### src/rtl/bldq_pkg.sv
// ----------------------------------------------------------------------------
// bldq_pkg
// Shared types, sizes and codes for the bounded list deque with delete.
// ----------------------------------------------------------------------------
package bldq_pkg;

	// Number of entries the list can hold.
	localparam int DEPTH = 16;

	// Width of the internal entry count (holds 0 to DEPTH inclusive).
	localparam int CNT_W = $clog2(DEPTH + 1);

	// Width of an index into the row of cells.
	localparam int IDX_W = (DEPTH > 1) ? $clog2(DEPTH) : 1;

	// Field widths fixed by the item formats.
	localparam int OPCODE_W      = 3;
	localparam int VALUE_W       = 32;
	localparam int STATUS_W      = 2;
	localparam int ENTRY_COUNT_W = 5;

	// Opcodes.
	localparam logic [OPCODE_W-1:0] OP_PUSH_FRONT = 3'd0;
	localparam logic [OPCODE_W-1:0] OP_PUSH_BACK  = 3'd1;
	localparam logic [OPCODE_W-1:0] OP_POP_FRONT  = 3'd2;
	localparam logic [OPCODE_W-1:0] OP_POP_BACK   = 3'd3;
	localparam logic [OPCODE_W-1:0] OP_DELETE     = 3'd4;
	localparam logic [OPCODE_W-1:0] OP_SEARCH     = 3'd5;

	// Status codes.
	localparam logic [STATUS_W-1:0] ST_OK    = 2'd0;
	localparam logic [STATUS_W-1:0] ST_EMPTY = 2'd1;
	localparam logic [STATUS_W-1:0] ST_FULL  = 2'd2;

	// Input item.
	typedef struct packed {
		logic [OPCODE_W-1:0]       opcode;
		logic signed [VALUE_W-1:0] value;
	} item_t;

	// Result item.
	typedef struct packed {
		logic signed [VALUE_W-1:0] popped_value;
		logic                      found;
		logic [STATUS_W-1:0]       status;
		logic [ENTRY_COUNT_W-1:0]  entry_count;
	} result_t;

	// Commands from the controller to the datapath.
	typedef struct packed {
		logic load;  // capture the incoming item
		logic exec;  // apply the captured item to the list
	} cmd_t;

endpackage

### src/rtl/bounded_list_deque_with_delete_core.sv
// ----------------------------------------------------------------------------
// bounded_list_deque_with_delete_core
// Bounded ordered list of signed values with push, pop, delete and search.
// ----------------------------------------------------------------------------
// Usage:
// An item (opcode and value) is taken at a rising clock edge where start is
// high and busy is low. Busy is high for the single execute cycle that
// follows; during it every cell of the row compares its entry with the
// value, the frontmost match is found, and the row shifts by one place
// where the operation asks for it (for a delete, only from the match back).
// Every item yields exactly one result item. It appears on result with done
// high for exactly one cycle, starting at the clock edge that ends the
// execute cycle, when the result is registered. Busy falls as done rises,
// so a new item may be offered in the strobe cycle; no new item is taken
// while busy is high.
// The receiver cannot hold results off; it must take each one in its cycle.
// Reset (arst_n low) empties the list and clears the controller; the entry
// cells themselves are not cleared, since an entry is only read once it has
// been written by a push.
// ----------------------------------------------------------------------------
module bounded_list_deque_with_delete_core (
	input  logic              clk,
	input  logic              arst_n,
	input  logic              start,
	output logic              busy,
	input  bldq_pkg::item_t   item,
	output logic              done,
	output bldq_pkg::result_t result
);

	// Commands from the sequencer to the cell row.
	bldq_pkg::cmd_t cmd;

	bldq_ctrl u_ctrl (
		.clk    (clk),
		.arst_n (arst_n),
		.start  (start),
		.busy   (busy),
		.done   (done),
		.cmd    (cmd)
	);

	// The row of cells holds the list, front at cell zero, plus the count
	// and the registered result.
	bldq_cell_row u_cell_row (
		.clk    (clk),
		.arst_n (arst_n),
		.cmd    (cmd),
		.item   (item),
		.result (result)
	);

endmodule

### src/rtl/bldq_ctrl.sv
// ----------------------------------------------------------------------------
// bldq_ctrl
// Sequencer: accepts an item, runs one execute cycle, then strobes the result.
// ----------------------------------------------------------------------------
module bldq_ctrl (
	input  logic           clk,
	input  logic           arst_n,
	input  logic           start,
	output logic           busy,
	output logic           done,
	output bldq_pkg::cmd_t cmd
);

	localparam logic S_IDLE = 1'b0;
	localparam logic S_EXEC = 1'b1;

	logic state_q;
	logic state_d;
	logic done_q;

	always_comb begin
		state_d  = state_q;
		cmd.load = 1'b0;
		cmd.exec = 1'b0;
		unique case (state_q)
			S_IDLE: begin
				if (start) begin
					cmd.load = 1'b1;
					state_d  = S_EXEC;
				end
			end
			S_EXEC: begin
				cmd.exec = 1'b1;
				state_d  = S_IDLE;
			end
			default: begin
				state_d = S_IDLE;
			end
		endcase
	end

	always_ff @(posedge clk or negedge arst_n) begin
		if (!arst_n) begin
			state_q <= S_IDLE;
			done_q  <= 1'b0;
		end else begin
			state_q <= state_d;
			done_q  <= cmd.exec;
		end
	end

	assign busy = (state_q == S_EXEC);
	assign done = done_q;

endmodule

### src/rtl/bldq_cell_row.sv
// ----------------------------------------------------------------------------
// bldq_cell_row
// Datapath: a row of entry cells with parallel compare and one-step shifts.
// ----------------------------------------------------------------------------
module bldq_cell_row (
	input  logic              clk,
	input  logic              arst_n,
	input  bldq_pkg::cmd_t    cmd,
	input  bldq_pkg::item_t   item,
	output bldq_pkg::result_t result
);

	logic signed [bldq_pkg::VALUE_W-1:0] ent_q [bldq_pkg::DEPTH];
	logic signed [bldq_pkg::VALUE_W-1:0] ent_d [bldq_pkg::DEPTH];
	logic [bldq_pkg::CNT_W-1:0]          count_q;
	logic [bldq_pkg::CNT_W-1:0]          count_d;
	logic [bldq_pkg::CNT_W-1:0]          back_pos;
	logic [bldq_pkg::IDX_W-1:0]          back_idx;
	logic [bldq_pkg::DEPTH-1:0]          match;
	logic [bldq_pkg::DEPTH-1:0]          first_hot;
	logic [bldq_pkg::DEPTH-1:0]          from_hit;
	logic                                any_hit;
	logic                                full;
	logic                                empty;
	bldq_pkg::item_t                     item_q;
	bldq_pkg::result_t                   result_q;
	bldq_pkg::result_t                   result_d;

	always_ff @(posedge clk) begin
		if (cmd.load) begin
			item_q <= item;
		end
	end

	// Each cell compares against the held value; only live cells may match.
	always_comb begin
		for (int i = 0; i < bldq_pkg::DEPTH; i++) begin
			match[i] = (bldq_pkg::CNT_W'(i) < count_q) && (ent_q[i] == item_q.value);
		end
	end

	// Isolate the frontmost hit and mark every cell from it to the back.
	assign first_hot = match & (~match + 1'b1);
	assign from_hit  = ~(first_hot - 1'b1);
	assign any_hit   = |match;

	assign full     = (count_q == bldq_pkg::CNT_W'(bldq_pkg::DEPTH));
	assign empty    = (count_q == '0);
	assign back_pos = count_q - 1'b1;
	assign back_idx = back_pos[bldq_pkg::IDX_W-1:0];

	always_comb begin
		for (int i = 0; i < bldq_pkg::DEPTH; i++) begin
			ent_d[i] = ent_q[i];
		end
		count_d               = count_q;
		result_d.popped_value = '0;
		result_d.found        = 1'b0;
		result_d.status       = bldq_pkg::ST_OK;

		unique case (item_q.opcode)
			bldq_pkg::OP_PUSH_FRONT: begin
				if (full) begin
					result_d.status = bldq_pkg::ST_FULL;
				end else begin
					ent_d[0] = item_q.value;
					for (int i = 1; i < bldq_pkg::DEPTH; i++) begin
						ent_d[i] = ent_q[i-1];
					end
					count_d = count_q + 1'b1;
				end
			end
			bldq_pkg::OP_PUSH_BACK: begin
				if (full) begin
					result_d.status = bldq_pkg::ST_FULL;
				end else begin
					for (int i = 0; i < bldq_pkg::DEPTH; i++) begin
						if (bldq_pkg::CNT_W'(i) == count_q) begin
							ent_d[i] = item_q.value;
						end
					end
					count_d = count_q + 1'b1;
				end
			end
			bldq_pkg::OP_POP_FRONT: begin
				if (empty) begin
					result_d.status = bldq_pkg::ST_EMPTY;
				end else begin
					result_d.popped_value = ent_q[0];
					for (int i = 0; i < bldq_pkg::DEPTH - 1; i++) begin
						ent_d[i] = ent_q[i+1];
					end
					count_d = count_q - 1'b1;
				end
			end
			bldq_pkg::OP_POP_BACK: begin
				if (empty) begin
					result_d.status = bldq_pkg::ST_EMPTY;
				end else begin
					result_d.popped_value = ent_q[back_idx];
					count_d               = count_q - 1'b1;
				end
			end
			bldq_pkg::OP_DELETE: begin
				result_d.found = any_hit;
				if (any_hit) begin
					for (int i = 0; i < bldq_pkg::DEPTH - 1; i++) begin
						if (from_hit[i]) begin
							ent_d[i] = ent_q[i+1];
						end
					end
					count_d = count_q - 1'b1;
				end
			end
			bldq_pkg::OP_SEARCH: begin
				result_d.found = any_hit;
			end
			default: begin
			end
		endcase

		result_d.entry_count = bldq_pkg::ENTRY_COUNT_W'(count_d);
	end

	// Entry cells hold payload only and carry no reset.
	always_ff @(posedge clk) begin
		if (cmd.exec) begin
			for (int i = 0; i < bldq_pkg::DEPTH; i++) begin
				ent_q[i] <= ent_d[i];
			end
			result_q <= result_d;
		end
	end

	always_ff @(posedge clk or negedge arst_n) begin
		if (!arst_n) begin
			count_q <= '0;
		end else if (cmd.exec) begin
			count_q <= count_d;
		end
	end

	assign result = result_q;

endmodule

### config.mk
export PLATFORM = sky130hd
export DESIGN_NAME = bounded_list_deque_with_delete_core
export DESIGN_NICKNAME = d
export VERILOG_FILES = /design/src/rtl/bldq_pkg.sv /design/src/rtl/bounded_list_deque_with_delete_core.sv /design/src/rtl/bldq_ctrl.sv /design/src/rtl/bldq_cell_row.sv
export SDC_FILE = /design/constraint.sdc
export NUM_CORES = 1
export LEC_CHECK = 0
export BUFFER_PORTS_ARGS = -buffer_cell sky130_fd_sc_hd__buf_2
export CORE_MARGIN = 3
export CORE_UTILIZATION = 40
export DETAILED_ROUTE_END_ITERATION = 10
export PLACE_DENSITY = 0.65
export REMOVE_ABC_BUFFERS = 1
export SLEW_MARGIN = 20
export SYNTH_ARGS = -nofsm -noshare
export SYNTH_HDL_FRONTEND = slang
export SYNTH_SLANG_ARGS = --single-unit
### constraint.sdc
create_clock -name clk -period 12.27 [get_ports clk]
set_input_delay 0 -clock clk [delete_from_list [all_inputs] [get_ports clk]]
set_output_delay 0 -clock clk [all_outputs]
set_load 0.01 [all_outputs]
==> results of run 1 <==
[cell usage after synthesis (7+ instances only)]
cell type / instances / area share
buf_1: 23 / 0.0024
nor4b_1: 9 / 0.0022
nor2b_1: 13 / 0.0022
buf_2: 44 / 0.0060
inv_1: 11 / 0.0011
xor2_1: 294 / 0.071
xnor2_1: 221 / 0.053
a21oi_1: 14 / 0.0019
nand3_1: 28 / 0.0038
and3_1: 34 / 0.0058
nor2_1: 99 / 0.010
o21ai_0: 7 / 0.00096
clkbuf_1: 215 / 0.022
nand4b_1: 10 / 0.0024
nor3_1: 32 / 0.0044
nor4_1: 114 / 0.020
dfrtp_1: 7 / 0.0048
nand2_1: 34 / 0.0035
or4_1: 11 / 0.0023
mux4_2: 160 / 0.099
mux2_2: 29 / 0.0090
edfxtp_1: 587 / 0.48
mux2i_1: 32 / 0.0088
a21o_1: 36 / 0.0074
a221o_1: 450 / 0.12
a31oi_1: 8 / 0.0014
nand4_1: 109 / 0.019
[cells by family after synthesis]
family | count (synthesis) | share of synthesized area
mux | 221 | 0.117
buf+inv | 307 | 0.0358
compound gates | 555 | 0.146
flops | 594 | 0.488
xor+xnor | 517 | 0.125
fa+ha+maj | 5 | 0.00172
simple gates | 544 | 0.0868
[registers in the layout (all words and copies together), names as in the netlist]
signal,cells
u_cell_row.ent_q,512
u_cell_row.count_q,5
u_ctrl.done,1
u_cell_row.result,40
u_cell_row.item_q,35
u_ctrl.busy,1
[per-stage QoR]
step	utilization	instances	setup WS [ns]	hold WS (ns)	cell area (sq um)
6_report	0.456	4000	6.14	0.0461	41100
5_1_grt	0.456	3988	6.21	0.0453	41100
4_1_cts	0.455	3986	6.27	0.0114	41000
3_5_place_dp	0.425	3820	6.29	-0.132	38300
3_3_place_gp	0.423	3814	6.06	-0.137	38200
2_1_floorplan	-	2450	-65.45	-0.296	35200
[timing repair]
item | in CTS | in global routing
hold endpoints to repair | 42 | 0
setup endpoints to repair | 0 | 0
hold buffers | 37 | 0
[power by group]
| part | total (uW) | internal [uW] | switching, uW | leakage, uW |
|---|---|---|---|---|
| registers | 2560 | 2400 | 153 | 0.00550 |
| clock network | 2190 | 1230 | 953 | 0.00113 |
| logic | 3110 | 1290 | 1820 | 0.00694 |
[cell type report]
class	instances	area share
sequential	594	0.433
multi-input combinational	1842	0.430
clock buffer	89	0.0479
timing repair buffer	233	0.0423
tap	1176	0.0358
clock inverter	40	0.00861
inverter	14	0.00128
antenna	12	0.000730
[critical path: stages (launching register included)]
cell      delay, ns
edfxtp_1       1.08
xor2_1         0.53
or4_1          0.58
or4_1          0.42
or4_1          0.55
and4_4         0.28
a41oi_4        0.20
o221ai_4       0.26
buf_4          0.34
a221oi_4       0.72
buf_4          0.72
[worst max path at each step]
stage | start | to | depth (start not counted)
after floorplan | u_cell_row.item_q[32] | u_cell_row.ent_q[10][0] | 3
after global placement | u_cell_row.item_q[25] | u_cell_row.ent_q[8][5] | 10
after detailed placement | u_cell_row.item_q[27] | u_cell_row.ent_q[10][6] | 10
after CTS | u_cell_row.item_q[27] | u_cell_row.ent_q[10][30] | 10
after global routing | u_cell_row.item_q[13] | u_cell_row.ent_q[10][16] | 10
final | u_cell_row.item_q[13] | u_cell_row.ent_q[9][22] | 10
[metal layers]
metal,GRT usage,vias up
met3,0.135,494
met4,0.270,10
met2,0.608,2776
met5,0,-
met1,0.565,15700
li1,-,11400
==> results.sh, run 1 <==
export IMPL_remaining_drc_errors=0
export IMPL_p_leak_uw=0.0136
export IMPL_path_max_fanout=25
export IMPL_hold_path_class="in -> reg"
export IMPL_cp_end_kind="flop"
export IMPL_std_cell_rows=110
export IMPL_vias=30300
export IMPL_syn_to_final_growth_pct=12.8
export IMPL_whs_endpoint="u_cell_row.item_q[29]"
export IMPL_initial_core_util=0.404
export IMPL_cts_setup_buffers=0
export IMPL_drv_cap=0
export IMPL_synth_edff_count=587
export IMPL_cp_start_kind="flop"
export IMPL_wl_per_cell_um=51.4
export IMPL_ys_types=81
export IMPL_tightest_slew_ns=1.43
export IMPL_cp_required_ns=12.55
export IMPL_syn_area_per_cell_sq_um=13.3
export IMPL_clockBufferDepth=3
export IMPL_grt_pass1_wl_mm=270
export IMPL_multi_input_area_sq_mm=0.0177
export IMPL_drt_iter0_drc=5529
export IMPL_clk_pin_slew_ns=0.06
export IMPL_overflow=0
export IMPL_synth_top_flop_cell="edfxtp_1"
export IMPL_rr_worst_depth=10
export IMPL_dr_wl_met2_mm=86.1
export IMPL_seq_area_sq_mm=0.0178
export IMPL_wl_mm=206
export IMPL_grt_pass1_vias=27900
export IMPL_cp_data_arrival_time_ns=6.41
export IMPL_fillers=8019
export IMPL_finalHoldViolations=0
export IMPL_rsz0062_at_grt="no"
export IMPL_irDropWorstVdd_v=0.000153
export IMPL_holdPathStages=2
export IMPL_worstSkewPairLatency_ns=0.67
export IMPL_viasPerCell=7.58
export IMPL_dp_hpwl_mm=155
export IMPL_p_total_uw=7850
export IMPL_worstReg2RegStart="u_cell_row.item_q[13]"
export IMPL_h_tree_depth=3
export IMPL_yosys_register_bits=594
export IMPL_fin_crit_ns=6.13
export IMPL_die_area_sq_mm=0.0948
export IMPL_cts_sinks=594
export IMPL_mappedNetlistArea_sq_mm=0.0365
export IMPL_routed_top_layer="met5"
export IMPL_synthCells=2743
export IMPL_rrSetupSlack_ns=6.14
export IMPL_fmax_ghz=0.163
export IMPL_wl_met1_mm=78.1
export IMPL_cts_root_buf="clkbuf_16"
export IMPL_numCtsBuffers=74
export IMPL_rr_endpoint="u_cell_row.ent_q[9][22]"
export IMPL_drtAntennaViolNets=0
export IMPL_final_layout_size_suffix_gt1_frac=0.199
export IMPL_nets=2802
export IMPL_fin_crit_sh=0.500
export IMPL_setup_viol=0
export IMPL_grt_max_degree=104
export IMPL_ios=80
export IMPL_synth_warning_count=0
export IMPL_antenna_found_initial=16
export IMPL_core_sq_mm=0.0901
export IMPL_tns_ns=0
export IMPL_hp_start="item[29]"
export IMPL_die_h_um=308
export IMPL_final_cell_mix="edfxtp_1, a221o_1, xor2_1, xnor2_1, mux4_2"
export IMPL_cts_tree="built"
export IMPL_relSlewSlack=0.0434
export IMPL_io_buffers=79
export IMPL_path_class="reg -> reg"
export IMPL_p_per_area_mw_per_mm2=191
export IMPL_dr_wl_met3_mm=25.5
export IMPL_postCtsResizedCells=0
export IMPL_place_congestion=1.08
export IMPL_track_usage=0.427
export IMPL_die_w_um=308
export IMPL_async_flop_share=0.0118
export IMPL_outcome="completed"
export IMPL_yosysSeqAreaShare=0.488
export IMPL_final_common_cell="edfxtp_1"
export IMPL_slew_viol_final=0
export IMPL_fin_skew_ns=0.0274
export IMPL_drtPass1Iterations=6
No activity file was read; power rests on OpenSTA's default activity.
==> inputs of run 2 (changes only) <==
==> constraint.sdc (replaced) <==
create_clock -name clk -period 5.9 [get_ports clk]
set_input_delay 0 -clock clk [delete_from_list [all_inputs] [get_ports clk]]
set_output_delay 0 -clock clk [all_outputs]
set_load 0.01 [all_outputs]
==> results.sh, run 2 (synthesis results as in run 1) <==
export IMPL_grt_max_degree=211
export IMPL_nets=2837
export IMPL_cts_sinks=594
export IMPL_cp_data_arrival_time_ns=5.61
export IMPL_cp_start_kind="flop"
export IMPL_die_w_um=308
export IMPL_setup_viol=0
export IMPL_holdPathStages=2
export IMPL_clockBufferDepth=3
export IMPL_path_max_fanout=15
export IMPL_hp_start="item[10]"
export IMPL_whs_endpoint="u_cell_row.item_q[10]"
export IMPL_wl_mm=192
export IMPL_syn_to_final_growth_pct=13.7
export IMPL_numCtsBuffers=73
export IMPL_slew_viol_final=0
export IMPL_die_h_um=308
export IMPL_vias=30100
export IMPL_clk_pin_slew_ns=0.07
export IMPL_p_total_uw=16400
export IMPL_path_class="reg -> reg"
export IMPL_final_area_sq_mm=0.0415
export IMPL_grt_pass1_wl_mm=255
export IMPL_tns_ns=0
export IMPL_p_per_area_mw_per_mm2=396
export IMPL_finalHoldViolations=0
export IMPL_cp_required_ns=6.23
export IMPL_worstSkewPairLatency_ns=0.67
export IMPL_worstReg2RegStart="u_cell_row.item_q[22]"
export IMPL_rr_worst_depth=10
export IMPL_dpl_cell_area_sq_mm=0.0388
export IMPL_remaining_drc_errors=0
export IMPL_fin_skew_ns=0.0307
export IMPL_outcome="completed"
export IMPL_place_congestion=1.03
export IMPL_drv_cap=0
export IMPL_cts_root_buf="clkbuf_16"
export IMPL_place_ws_ns=0.877
export IMPL_final_core_util=0.460
export IMPL_antenna_found_initial=13
export IMPL_drtAntennaViolNets=0
export IMPL_worst_slack_ns=0.624
export IMPL_relSlewSlack=0.112
export IMPL_rr_endpoint="u_cell_row.ent_q[0][29]"
export IMPL_std_cell_rows=110
export IMPL_drtPass1Iterations=7
export IMPL_fin_crit_ns=5.28
export IMPL_viasPerCell=7.47
export IMPL_largest_reg_flops=512
export IMPL_fmax_ghz=0.190
export IMPL_ctsHoldBuffers=37
export IMPL_final_cell_mix="edfxtp_1, a221o_1, xor2_1, xnor2_1, mux4_2"
export IMPL_p_leak_uw=0.0137
export IMPL_h_tree_depth=3
export IMPL_regMostFlops="u_cell_row.ent_q"
export IMPL_fin_crit_sh=0.894
export IMPL_hold_path_class="in -> reg"
export IMPL_track_usage=0.399
export IMPL_initial_core_util=0.404
export IMPL_grt_pass1_vias=28500
export IMPL_die_area_sq_mm=0.0948
export IMPL_final_common_cell="edfxtp_1"
export IMPL_cts_tree="built"
export IMPL_rrSetupSlack_ns=0.62
export IMPL_overflow=0
export IMPL_drt_iter0_drc=5390
export IMPL_postCtsResizedCells=0
export IMPL_tightest_slew_ns=1.33
export IMPL_dp_hpwl_mm=146
export IMPL_wl_per_cell_um=47.6
export IMPL_cp_end_kind="flop"
export IMPL_io_buffers=79
export IMPL_ios=80
export IMPL_irDropWorstVdd_v=0.000246
export IMPL_final_layout_size_suffix_gt1_frac=0.203
export IMPL_cts_setup_buffers=0
export IMPL_rsz0062_at_grt="no"
export IMPL_core_sq_mm=0.0901
## run 2: changes by cell type in the layout (fill, tap and decap cells not counted), moves of 3 or more
cell / delta
buf_12: +25
xnor2_1: +6
buf_8: -3
inv_6: +3
clkbuf_16: -3
diode_2: -6
xor2_1: +4
buf_4: +16
clkinv_1: +4
xor2_2: -4
xnor2_2: -6
clkbuf_1: +5
## run 2: power breakdown
| part | switching, uW | internal (uW) | total [uW] |
|---|---|---|---|
| sequential | 430 | 4990 | 5420 |
| combinational | 3880 | 2760 | 6640 |
| clock | 1950 | 2400 | 4350 |
## run 2: worst max-delay path, cell delays in order, from the launching register on
cell and delay [ns]:
edfxtp_1 1.23, xor2_1 0.29, nor4_1 0.59, nand4_1 0.25, or4_1 0.72, and4_2 0.32
a41oi_4 0.25, o221ai_4 0.28, buf_12 0.28, a211oi_4 0.38, buf_12 0.26
## run 2: cell type report
class	instances	area [sq um]
Fill cell	7978	48700
Sequential cell	594	17800
Multi-Input combinational cell	1842	17600
Timing Repair Buffer	269	2290
Clock buffer	91	1920
Tap cell	1176	1470
Clock inverter	40	292
Inverter	14	52.6
Antenna cell	6	15.0
## run 2: routing by layer
layer	up-vias	track usage	share of wire
met5	-	0	0.00017
met4	6	0.254	0.077
met3	447	0.116	0.13
met2	2618	0.589	0.43
met1	15600	0.514	0.36
li1	11500	-	-
## run 2: worst max-delay path by stage
stage,start,end,slack [ns],cells after the start
floorplan,u_cell_row.item_q[32],u_cell_row.ent_q[10][0],-71.82,3
global placement,u_cell_row.item_q[22],u_cell_row.ent_q[0][9],0.89,10
detailed placement,u_cell_row.item_q[22],u_cell_row.ent_q[0][7],0.88,10
CTS,u_cell_row.item_q[22],u_cell_row.ent_q[0][29],0.85,10
global route,u_cell_row.item_q[22],u_cell_row.ent_q[0][29],0.80,10
finish,u_cell_row.item_q[22],u_cell_row.ent_q[0][29],0.62,10
## run 2: stage by stage
stage | hold slack [ns] | cells
2_1_floorplan | -0.296 | 2450
5_1_grt | 0.0630 | 4026
3_3_place_gp | -0.165 | 3854
4_1_cts | 0.0126 | 4025
3_5_place_dp | -0.163 | 3857
6_report | 0.0403 | 4032
